File: src/cfrc_pkg.sv
// Shared types and constants of the chunked frame reassembly checker.
// Used by every module under src; depends on nothing else.

package cfrc_pkg;

    // Fixed size of the chunk header and widths of the counters and item fields
    localparam int HEADER_BYTES = 24;
    localparam int CNT_W        = 25;
    localparam int DGRAM_W      = 17;
    localparam int LEN_W        = 16;
    localparam int VER_W        = 16;
    localparam int POS_W        = 32;
    localparam int STATUS_W     = 3;

    // Configuration port
    localparam int APB_ADDR_W = 4;
    localparam int APB_DATA_W = 32;

    // Register indexes (byte address / 4)
    localparam logic [1:0] REG_PROTOCOL_VERSION = 2'd0;
    localparam logic [1:0] REG_MAX_CHUNK_BYTES  = 2'd1;
    localparam logic [1:0] REG_MAX_FRAME_BYTES  = 2'd2;

    // Register reset values
    localparam logic [VER_W-1:0] RST_PROTOCOL_VERSION = 16'd1;
    localparam logic [LEN_W-1:0] RST_MAX_CHUNK_BYTES  = 16'd16384;
    localparam logic [CNT_W-1:0] RST_MAX_FRAME_BYTES  = 25'h100_0000;

    // Result status codes
    localparam logic [STATUS_W-1:0] ST_COMPLETE = 3'd0;
    localparam logic [STATUS_W-1:0] ST_MORE     = 3'd1;
    localparam logic [STATUS_W-1:0] ST_MALFORM  = 3'd2;
    localparam logic [STATUS_W-1:0] ST_NO_START = 3'd3;
    localparam logic [STATUS_W-1:0] ST_BAD_TOT  = 3'd4;
    localparam logic [STATUS_W-1:0] ST_ORDER    = 3'd5;
    localparam logic [STATUS_W-1:0] ST_SHORT    = 3'd6;
    localparam logic [STATUS_W-1:0] ST_RELEASED = 3'd7;

    // Input operation codes
    localparam logic OP_FEED    = 1'b0;
    localparam logic OP_RELEASE = 1'b1;

    typedef struct packed {
        logic [VER_W-1:0] protocol_version;
        logic [LEN_W-1:0] max_chunk_bytes;
        logic [CNT_W-1:0] max_frame_bytes;
    } cfg_t;

    typedef struct packed {
        logic               op;
        logic [VER_W-1:0]   version;
        logic [DGRAM_W-1:0] datagram_bytes;
        logic [LEN_W-1:0]   chunk_length;
        logic [POS_W-1:0]   frame_total;
        logic [POS_W-1:0]   chunk_offset;
        logic               more_flag;
    } item_t;

    typedef struct packed {
        logic [STATUS_W-1:0] status;
        logic [CNT_W-1:0]    write_offset;
        logic [CNT_W-1:0]    bytes_received;
        logic                frame_active;
    } result_t;

endpackage

File: src/cfrc_eval.sv
// Chunk checker: frame state registers and the combinational decision logic.
// Depends on cfrc_pkg for item, result and configuration types.

module cfrc_eval
(
    input  logic              clk,
    input  logic              rst_n,
    input  cfrc_pkg::cfg_t    cfg,
    input  cfrc_pkg::item_t   item,
    input  logic              advance,
    output cfrc_pkg::result_t result
);

    logic                          open_reg;
    logic                          open_next;
    logic [cfrc_pkg::CNT_W-1:0]    count_reg;
    logic [cfrc_pkg::CNT_W-1:0]    count_next;
    logic [cfrc_pkg::CNT_W-1:0]    cap_reg;
    logic [cfrc_pkg::CNT_W-1:0]    cap_next;

    logic [cfrc_pkg::DGRAM_W-1:0]  dgram_expect;
    logic                          malformed;
    logic [cfrc_pkg::CNT_W-1:0]    count_eff;
    logic [cfrc_pkg::CNT_W-1:0]    cap_eff;
    logic [cfrc_pkg::CNT_W:0]      sum;
    logic [cfrc_pkg::STATUS_W-1:0] status;
    logic [cfrc_pkg::CNT_W-1:0]    woff;

    // Form check of the datagram
    assign dgram_expect = cfrc_pkg::DGRAM_W'(cfrc_pkg::HEADER_BYTES)
                        + cfrc_pkg::DGRAM_W'(item.chunk_length);
    assign malformed = (item.datagram_bytes < cfrc_pkg::DGRAM_W'(cfrc_pkg::HEADER_BYTES))
                    || (item.version != cfg.protocol_version)
                    || (item.chunk_length > cfg.max_chunk_bytes)
                    || (item.datagram_bytes != dgram_expect);

    // A chunk taken while idle sees a freshly opened frame
    assign count_eff = open_reg ? count_reg : '0;
    assign cap_eff   = open_reg ? cap_reg : item.frame_total[cfrc_pkg::CNT_W-1:0];
    assign sum       = {1'b0, count_eff} + (cfrc_pkg::CNT_W+1)'(item.chunk_length);

    // Decide the status and the next frame state
    always_comb
    begin
        open_next  = open_reg;
        count_next = count_reg;
        cap_next   = cap_reg;
        status     = cfrc_pkg::ST_MALFORM;
        woff       = '0;
        priority if (item.op == cfrc_pkg::OP_RELEASE)
        begin
            open_next  = 1'b0;
            count_next = '0;
            cap_next   = '0;
            status     = cfrc_pkg::ST_RELEASED;
        end
        else if (malformed)
        begin
            status = cfrc_pkg::ST_MALFORM;
        end
        else if (!open_reg && (item.chunk_offset != '0))
        begin
            status = cfrc_pkg::ST_NO_START;
        end
        else if (!open_reg && ((item.frame_total == '0)
                 || (item.frame_total > cfrc_pkg::POS_W'(cfg.max_frame_bytes))))
        begin
            status = cfrc_pkg::ST_BAD_TOT;
        end
        else if ((item.chunk_offset != cfrc_pkg::POS_W'(count_eff))
                 || (sum > {1'b0, cap_eff}))
        begin
            open_next  = 1'b0;
            count_next = '0;
            cap_next   = '0;
            status     = cfrc_pkg::ST_ORDER;
        end
        else if (!item.more_flag && (sum[cfrc_pkg::CNT_W-1:0] != cap_eff))
        begin
            open_next  = 1'b0;
            count_next = '0;
            cap_next   = '0;
            status     = cfrc_pkg::ST_SHORT;
        end
        else
        begin
            open_next  = 1'b1;
            count_next = sum[cfrc_pkg::CNT_W-1:0];
            cap_next   = cap_eff;
            status     = item.more_flag ? cfrc_pkg::ST_MORE : cfrc_pkg::ST_COMPLETE;
            woff       = count_eff;
        end
    end

    // Hold the frame state; advance it with each item leaving the input stage
    always_ff @(posedge clk or negedge rst_n)
    begin
        if (!rst_n)
        begin
            open_reg  <= 1'b0;
            count_reg <= '0;
            cap_reg   <= '0;
        end
        else if (advance)
        begin
            open_reg  <= open_next;
            count_reg <= count_next;
            cap_reg   <= cap_next;
        end
    end

    assign result.status         = status;
    assign result.write_offset   = woff;
    assign result.bytes_received = count_next;
    assign result.frame_active   = open_next;

`ifndef NO_ASSERTIONS
    // The count never runs past the frame capacity
    a_count_in_cap: assert property (@(posedge clk) disable iff (!rst_n)
        count_reg <= cap_reg)
        else $error("received count exceeds frame capacity");

    // An idle checker carries no count and no capacity
    a_idle_clear: assert property (@(posedge clk) disable iff (!rst_n)
        !open_reg |-> (count_reg == '0) && (cap_reg == '0))
        else $error("idle state holds stale counters");

    // A malformed datagram leaves the frame untouched
    a_malform_keep: assert property (@(posedge clk) disable iff (!rst_n)
        advance && (status == cfrc_pkg::ST_MALFORM)
        |=> (open_reg == $past(open_reg)) && (count_reg == $past(count_reg))
            && (cap_reg == $past(cap_reg)))
        else $error("malformed datagram changed frame state");
`endif

endmodule

File: config.mk
export PLATFORM = sky130hd
export DESIGN_NAME = cfrc_eval
export DESIGN_NICKNAME = d
export VERILOG_FILES = /design/src/cfrc_pkg.sv /design/src/cfrc_eval.sv
export SDC_FILE = /design/constraint.sdc
export NUM_CORES = 1
export LEC_CHECK = 0
export ABC_AREA = 1
export ABC_CLOCK_PERIOD_IN_PS = 10200
export BUFFER_PORTS_ARGS = -buffer_cell sky130_fd_sc_hd__buf_4
export CAP_MARGIN = 20
export CORE_MARGIN = 2
export CORE_UTILIZATION = 58
export DETAILED_ROUTE_END_ITERATION = 10
export PLACE_DENSITY = 0.87
export SLEW_MARGIN = 10
export SYNTH_ARGS = -nofsm -noshare
export SYNTH_HDL_FRONTEND = slang
export SYNTH_SLANG_ARGS = --single-unit
File: constraint.sdc
create_clock -name clk -period 10.2 [get_ports clk]
set_clock_uncertainty 0.15 [all_clocks]
set_input_delay 1.02 -clock clk [delete_from_list [all_inputs] [get_ports clk]]
set_output_delay 1.02 -clock clk [all_outputs]
set_load 0.05 [all_outputs]
-- Word level (Yosys, flattened, before mapping)
Cells that the tools add are included.
- flip-flop bits (word level): 51
- bits of input ports: 175
- output and inout bits: 54
- word-level logic and storage cells: 62
- $add $sub $neg: 2
- magnitude comparators: 4
- equality and inequality tests: 7
- mux-type cells: 33
- reduce and logical (&&, ||, !) cells: 13
- operators with widths (cell ; count):
    $mux 25 ; 20
    $gt 32x25->1 ; 1
    $logic_not 32->1 ; 1
    $ne 32x25->1 ; 1
    $reduce_bool 32->1 ; 1
    $add 25x16->26 ; 1
    $gt 26x25->1 ; 1
    $ne 25x25->1 ; 1
    $mux 3 ; 6
    $add 5x16->17 const A ; 1
    $lt 17x5->1 const B ; 1
    $ne 17x17->1 ; 1
    $gt 16x16->1 ; 1
    $ne 16x16->1 ; 1
    $mux 1 ; 7
    $ne 2x2->1 const B ; 3
    $logic_or 1x1->1 ; 5
    $reduce_and 4->1 ; 1
    $logic_and 1x1->1 ; 3
    $logic_not 1->1 ; 2

-- Depth between registers and ports, before layout
Gate-level depths: netlist of the first run.
- depth in word-level cells: 10
- depth in mapped cells: 36
- mapped depth without buffers: 34

-- Worst setup path before layout of the first run
OpenSTA, ideal clock, no wires.
- path type: input -> output
- start: input item[65] (netlist name)
- end: output result[1] (netlist name)
- arrival time: 4.996 ns
- required time: 9.030 ns
- path slack: 4.034 ns
- stages on the path: 27
- path buffers: 0
- path through: ha_1 > fa_1 > nand2_1 > nand2_1 > nand2_1 > nand2_1 > a21boi_0 > o21ai_0 > nand2_1 > nand2_1 > xor2_1 > ha_1 > nand2_1 > o21ai_0 > a21oi_1 > nand2_1 > nand2_1 > nand2_1 > nand2_1 > nand2_1 > nand2_1 > nand2_1 > nand2_1 > nand2_1 > nor2_4 > nand2_1 > o21ai_0
- RTL lines (item ; line ; RTL):
    start, declared ; cfrc_eval.sv:9 ; input cfrc_pkg::item_t item,
    end, declared ; cfrc_eval.sv:11 ; output cfrc_pkg::result_t result

==> flow_summary_export.csv, run 1 <==
group,metric,value,unit
status,status,"complete, no violations",
synthesis,synth_area,0.00742,mm²
setup_path,r2r_slack,4.54,ns
setup_path,cp_max_fo,46,
grt,track_usage,34.0,%
power_and_ir_drop,p_clk_share,32.8,%
clocking,cts.clk_slew.worst_paths,0.07,ns
sta,setup_viol,0,
cells_and_area,areaGrowthSynthToFinish,26.0,%
floorplanning,io_pins,229,
route,firstDrtPassIters,7,
place,dp.final_hpwl,19200,µm
clocking,clk_latency,0.30,ns
sta,max_freq,0.141,GHz
grt,grt_max_degree,56,
clocking,post_cts_buffers,0,
sta,hold_violations,0,
synthesis,syn-instance-count,1230,
floorplanning,die_x,117,µm
power_and_ir_drop,p_int,419,µW
synthesis,synthArstFlopShare,100,%
route,drc,0,
clocking,ctsResizeCount,0,
sta,slew_viol_final,0,
setup_path,worstSetupEndpointType,"output pin",
cells_and_area,utilization,74.4,%
power_and_ir_drop,p_seq_share,33.1,%
floorplanning,die_area,0.0137,mm²
power_and_ir_drop,leakage,0.00522,µW
clocking,cts_root_buf,"clkbuf_16",
clocking,tritoncts,"built",
worst_hold_path,hold_depth,2,
synthesis,synth_top_family_by_area,"simple AND/OR/NAND/NOR gates",
clocking,cts_buffers,5,
power_and_ir_drop,p_sw_share,31.5,%
floorplanning,start_util,59.0,%
cells_and_area,nets,1686,
grt,overflow,0,
place,port_buffers,228,
sta,fin_setup_tns,0,ns
setup_path,r2r_cells,26,
clocking,htree_levels,2,
sta,slew_headroom,45.5,%
sta,worst_pin_slew,0.815,ns
setup_path,worstPathRequired,9.03,ns
sta,fin_crit_sh,69.6,%
grt,antenna_found_initial,0,
synthesis,yosys.area_share.adder,13.3,%
power_and_ir_drop,power.net_switching,193,µW
clocking,cts_hold_buf,0,
cells_and_area,drive_gt1_share,18.7,%
floorplanning,rows,41,
run,max_cap_violations,0,
cells_and_area,diodes,0,
grt,grt_pass1_wl,37200,µm
setup_path,critPathKind,"register to output pin",
synthesis,synthFlopType,"dfrtp_1",
synthesis,ys_types,42,
route,viasPerCell,5.48,
setup_path,start_kind,"register",
synthesis,synth_mux_area_share,1.75,%
route,vias,8798,
synthesis,synth-compound-area-share,8.55,%
synthesis,synth_nets,1483,
synthesis,ys_seq_area_share,17.2,%
floorplanning,core-area,0.0126,mm²
floorplanning,die_y,117,µm
synthesis,synth-edff-count,0,
synthesis,syn_area_per_cell,6.03,µm²
power_and_ir_drop,powerDensity,65.4,mW/mm²
worst_hold_path,hold_path.class,"register to register",
route,totalWireLength,23600,µm
route,ant_nets,0,
clocking,cts_buffer_depth,2,
synthesis,yosys_warnings,0,
route,wl_per_cell,14.7,µm
sta,rsz0062_at_grt,"no",
clocking,clock-sinks,51,
synthesis,synth_xor_area_share,8.03,%
synthesis,synth_simple_gate_area_share,40.0,%
place,place.gp.congestion,0.949,
power_and_ir_drop,ir_drop,69.6,µV
power_and_ir_drop,p_comb_share,34.1,%
setup_path,worstPathArrival,5.93,ns
sta,period_needed,7.10,ns
grt,grt_pass1_vias,8166,
synthesis,synth-seq-cells,51,
route,first_iter_violations,759,
==> stage by stage <==
step / cells / power [µW] / instance area (µm²) / worst slack [ns] / hold WS, ns
finish: 1606 / 611 / 9350 / 3.10 / 0.330
global route: 1606 / 645 / 9350 / 2.75 / 0.354
CTS: 1606 / 609 / 9350 / 3.31 / 0.335
detailed placement: 1598 / 411 / 9170 / 3.52 / 0.318
global placement: 1598 / 407 / 9170 / 3.66 / 0.310
floorplan: 1230 / 316 / 7420 / 4.03 / 0.298
==> Yosys cell counts (3+ instances only) <==
master	instances	area share, %
nor3_1	40	2.7
mux2i_1	13	1.8
inv_2	4	0.20
xnor2_1	23	2.7
o21ai_0	59	4.0
dfrtp_1	51	17
buf_2	4	0.27
o21ai_1	8	0.54
nor3b_1	3	0.30
nand4_1	21	1.8
buf_4	3	0.30
xor2_1	45	5.3
nand2_2	7	0.59
a21oi_1	41	2.8
clkbuf_1	18	0.91
nand3b_1	3	0.30
buf_6	7	1.1
nand3_1	71	4.8
or2_2	7	0.59
nor2_1	124	6.3
a31oi_1	3	0.25
nor4_1	21	1.8
nor2_2	4	0.34
inv_1	159	8.0
ha_1	77	13
buf_1	3	0.15
nand2_1	392	20
==> worst paths after layout <==
| kind | from | end |
|---|---|---|
| setup / recovery | open_reg$_DFFE_PN0P_ | result[13] |
| hold / removal | cap_reg[14]$_DFFE_PN0P_ | cap_reg[14]$_DFFE_PN0P_ |
| setup reg to reg | open_reg$_DFFE_PN0P_ | count_reg[23]$_DFFE_PN0P_ |
| hold reg to reg | cap_reg[14]$_DFFE_PN0P_ | cap_reg[14]$_DFFE_PN0P_ |
| max in group asynchronous | rst_n | open_reg$_DFFE_PN0P_ |
| min in group asynchronous | rst_n | count_reg[20]$_DFFE_PN0P_ |
==> power groups by stage <==
stage	sequential, µW	combinational, µW	clock [µW]
floorplan	206	109	0
global placement	206	201	0
detailed placement	206	205	0
CTS	202	207	200
global route	202	235	207
finish	202	209	201
==> cell type report <==
class | instances | area, µm²
Multi-Input combinational cell | 980 | 5330
Fill cell | 1104 | 3220
Timing Repair Buffer | 232 | 1740
Sequential cell | 51 | 1280
Inverter | 163 | 612
Tap cell | 172 | 215
Clock buffer | 6 | 139
Clock inverter | 2 | 35.0
==> worst max-delay path, cell delays in order, from the launching register on <==
cell and delay [ns]:
dfrtp_2 0.62, buf_4 0.49, nand2_1 0.23, inv_1 0.10
ha_1 0.27, a21oi_1 0.20, o21ai_0 0.12, a21oi_1 0.21
nand2_1 0.15, inv_1 0.11, nor2_1 0.06, xnor2_1 0.31
ha_1 0.32, a21oi_1 0.13, nor2_1 0.05, a211oi_1 0.24
nand2_1 0.09, nand2_1 0.06, nand2_1 0.05, nand2_1 0.06
nand2_1 0.04, nand2_1 0.09, nand3_2 0.43, nor2_2 0.27
buf_4 0.44, nand2_1 0.09, nand2_1 0.13, buf_4 0.21
==> cells in the final DEF, fill, tap and decap left out, drive strengths merged, types with 2 or more instances in the layout <==
master	count
clkbuf	6
nand3	72
dfrtp	51
nand4	21
and2	2
ha	77
xnor2	23
nor3	40
xor2	45
o21a	2
a21oi	41
nand2	400
nor4	21
or2	8
buf	232
o21ai	67
nor3b	3
nand3b	3
a31oi	3
a21boi	2
o21bai	2
inv	163
mux2i	13
nor2	129
==> cell families (layout without fill, tap and decap cells) <==
group	Yosys count	after routing
xor gates and xnor gates	68	68
muxes	13	13
and+or+nand+nor	700	700
AOI/OAI and AO/OA	121	121
buffers and inverters	199	403
DFF	51	51
adders and majority gates	78	78
==> metal layers <==
layer	share of wire (%)	track usage (%)
met4	3.4	13.9
met5	0	0
met2	48	59.7
met3	8.3	3.30
met1	41	43.0
No activity file was read; power rests on OpenSTA's default activity.
==> inputs of run 2 (changes only) <==
ABC_CLOCK_PERIOD_IN_PS = 7400   (was 10200)
CORE_UTILIZATION = 54   (was 58)
PLACE_DENSITY = 0.82   (was 0.87)
clock period = 7.4 ns   (was 10.2 ns; I/O delays follow)
==> run 2 against run 1 <==
Compared with the run above: worst setup slack lost 2.0 ns; combinational power grew 38%; total power grew 38%; final cell count grew 0.37%; first-iteration DRC count shrank 6.7%; register-to-register slack lost 2.3 ns; largest cell class unchanged; critical path depth grew 6; critical path type unchanged.
==> flow_summary_export.csv, run 2 (synthesis gave the netlist of run 1 again) <==
group,metric,value,unit
setup_path,crit_top_cell,"nand2_1",
route,firstDrtPassIters,5,
setup_path,cp_slowest_cell,"dfrtp_2",
setup_path,cp_max_fo,47,
floorplanning,core-area,0.0133,mm²
clocking,cts.clk_slew.worst_paths,0.07,ns
place,port_buffers,228,
sta,fin_crit_sh,85.3,%
grt,grt_pass1_wl,38000,µm
route,wl_met3,2040,µm
power_and_ir_drop,p_int,577,µW
setup_path,critPathKind,"register to output pin",
setup_path,r2r_cells,32,
sta,slew_headroom,44.5,%
sta,slew_viol_final,0,
setup_path,r2r_start,"open_reg$_DFFE_PN0P_",
route,totalWireLength,23900,µm
route,viasPerCell,5.45,
power_and_ir_drop,p_seq_share,33.1,%
sta,setup_viol,0,
place,dp.final_hpwl,19400,µm
power_and_ir_drop,power.net_switching,265,µW
cells_and_area,areaGrowthSynthToFinish,26.3,%
clocking,clock-sinks,51,
power_and_ir_drop,p_comb_share,34.2,%
sta,rsz0062_at_grt,"no",
power_and_ir_drop,powerDensity,89.9,mW/mm²
grt,grt_pass1_vias,8164,
setup_path,max_stage_delay,0.67,ns
route,wl_met2,11500,µm
place,dp_slack,1.53,ns
grt,antenna_found_initial,0,
sta,fin_setup_tns,0,ns
sta,whs,0.323,ns
route,wl_per_cell,14.8,µm
setup_path,worstPathArrival,5.42,ns
power_and_ir_drop,p_clk_share,32.7,%
clocking,ctsResizeCount,0,
power_and_ir_drop,p_sw_share,31.5,%
clocking,cts_buffers,5,
route,wl_met1,9850,µm
cells_and_area,postLayoutCellArea,0.00937,mm²
status,status,"complete, no violations",
cells_and_area,nets,1688,
place,place.gp.congestion,0.953,
sta,period_needed,6.31,ns
clocking,clk_latency,0.30,ns
grt,overflow,0,
cells_and_area,drive_gt1_share,18.8,%
floorplanning,die_x,121,µm
run,max_cap_violations,0,
worst_hold_path,hold_path.class,"input pin to asynchronous set/reset pin",
route,first_iter_violations,708,
place,place_area,0.00919,mm²
setup_path,worstPathRequired,6.51,ns
route,dr.max_layer_used,"met4",
clocking,cts_hold_buf,0,
setup_path,start_kind,"register",
sta,setup_ws,1.09,ns
cells_and_area,final_common_cell,"nand2_1",
cells_and_area,final_cell_mix,"392 x nand2_1, 234 x buf_4, 159 x inv_1",
route,drc,0,
power_and_ir_drop,finalPower,842,µW
clocking,cts_root_buf,"clkbuf_16",
power_and_ir_drop,leakage,0.00523,µW
route,ant_nets,0,
sta,hold_violations,0,
sta,worst_pin_slew,0.830,ns
clocking,cts_buffer_depth,2,
clocking,tritoncts,"built",
setup_path,r2r_slack,2.24,ns
setup_path,r2r-end,"count_reg[23]$_DFFE_PN0P_",
setup_path,worstSetupEndpointType,"output pin",
floorplanning,io_pins,229,
floorplanning,die_y,121,µm
clocking,post_cts_buffers,0,
floorplanning,die_area,0.0147,mm²
sta,max_freq,0.158,GHz
grt,grt_max_degree,69,
cells_and_area,diodes,0,
clocking,htree_levels,2,
power_and_ir_drop,ir_drop,96.3,µV
grt,track_usage,31.9,%
floorplanning,rows,42,
floorplanning,start_util,55.6,%
route,vias,8778,
==> run 2: power by group through the flow <==
stage,clock network (µW),registers [µW],logic (µW)
5_1_grt,284,278,324
4_1_cts,274,279,286
3_3_place_gp,0,284,279
3_5_place_dp,0,284,284
6_report,275,279,288
2_1_floorplan,0,284,151
==> run 2: critical path, delay by kind of cell (launching register included) <==
kind,cells,cell delay (ns)
buffers and inverters,6,1.16
DFF,1,0.67
xor gates and xnor gates,1,0.27
adders and majority gates,2,0.55
and+or+nand+nor,20,1.80
AOI/OAI and AO/OA,4,0.68
==> run 2: layout make-up <==
cell class              count  area (µm²)
inverters                 163         612
multi-input cells         980        5330
clock inverters             2        35.0
clock buffers               6         139
repair buffers            234        1760
flip-flops and latches     51        1280
fillers                  1233        3980
well taps                 176         220
==> run 2: metal layers <==
metal	global-route usage (%)	vias up
li1	-	4342
met1	41.4	3962
met2	55.9	424
met3	3.05	50
met4	9.77	0
met5	0	-
==> run 2: worst max-delay path by stage <==
stage                         startpoint         end  cells after the start
floorplan           open_reg$_DFFE_PN0P_   result[1]                     31
global placement    open_reg$_DFFE_PN0P_  result[13]                     33
detailed placement              item[65]  result[11]                     31
CTS                 open_reg$_DFFE_PN0P_  result[11]                     33
global route        open_reg$_DFFE_PN0P_  result[11]                     35
finish              open_reg$_DFFE_PN0P_  result[11]                     33
==> run 2: per-stage QoR <==
step | util, % | instances
finish | 70.2 | 1612
floorplan | - | 1230
global route | 70.2 | 1612
CTS | 70.2 | 1612
detailed placement | 68.9 | 1604
global placement | 68.9 | 1604
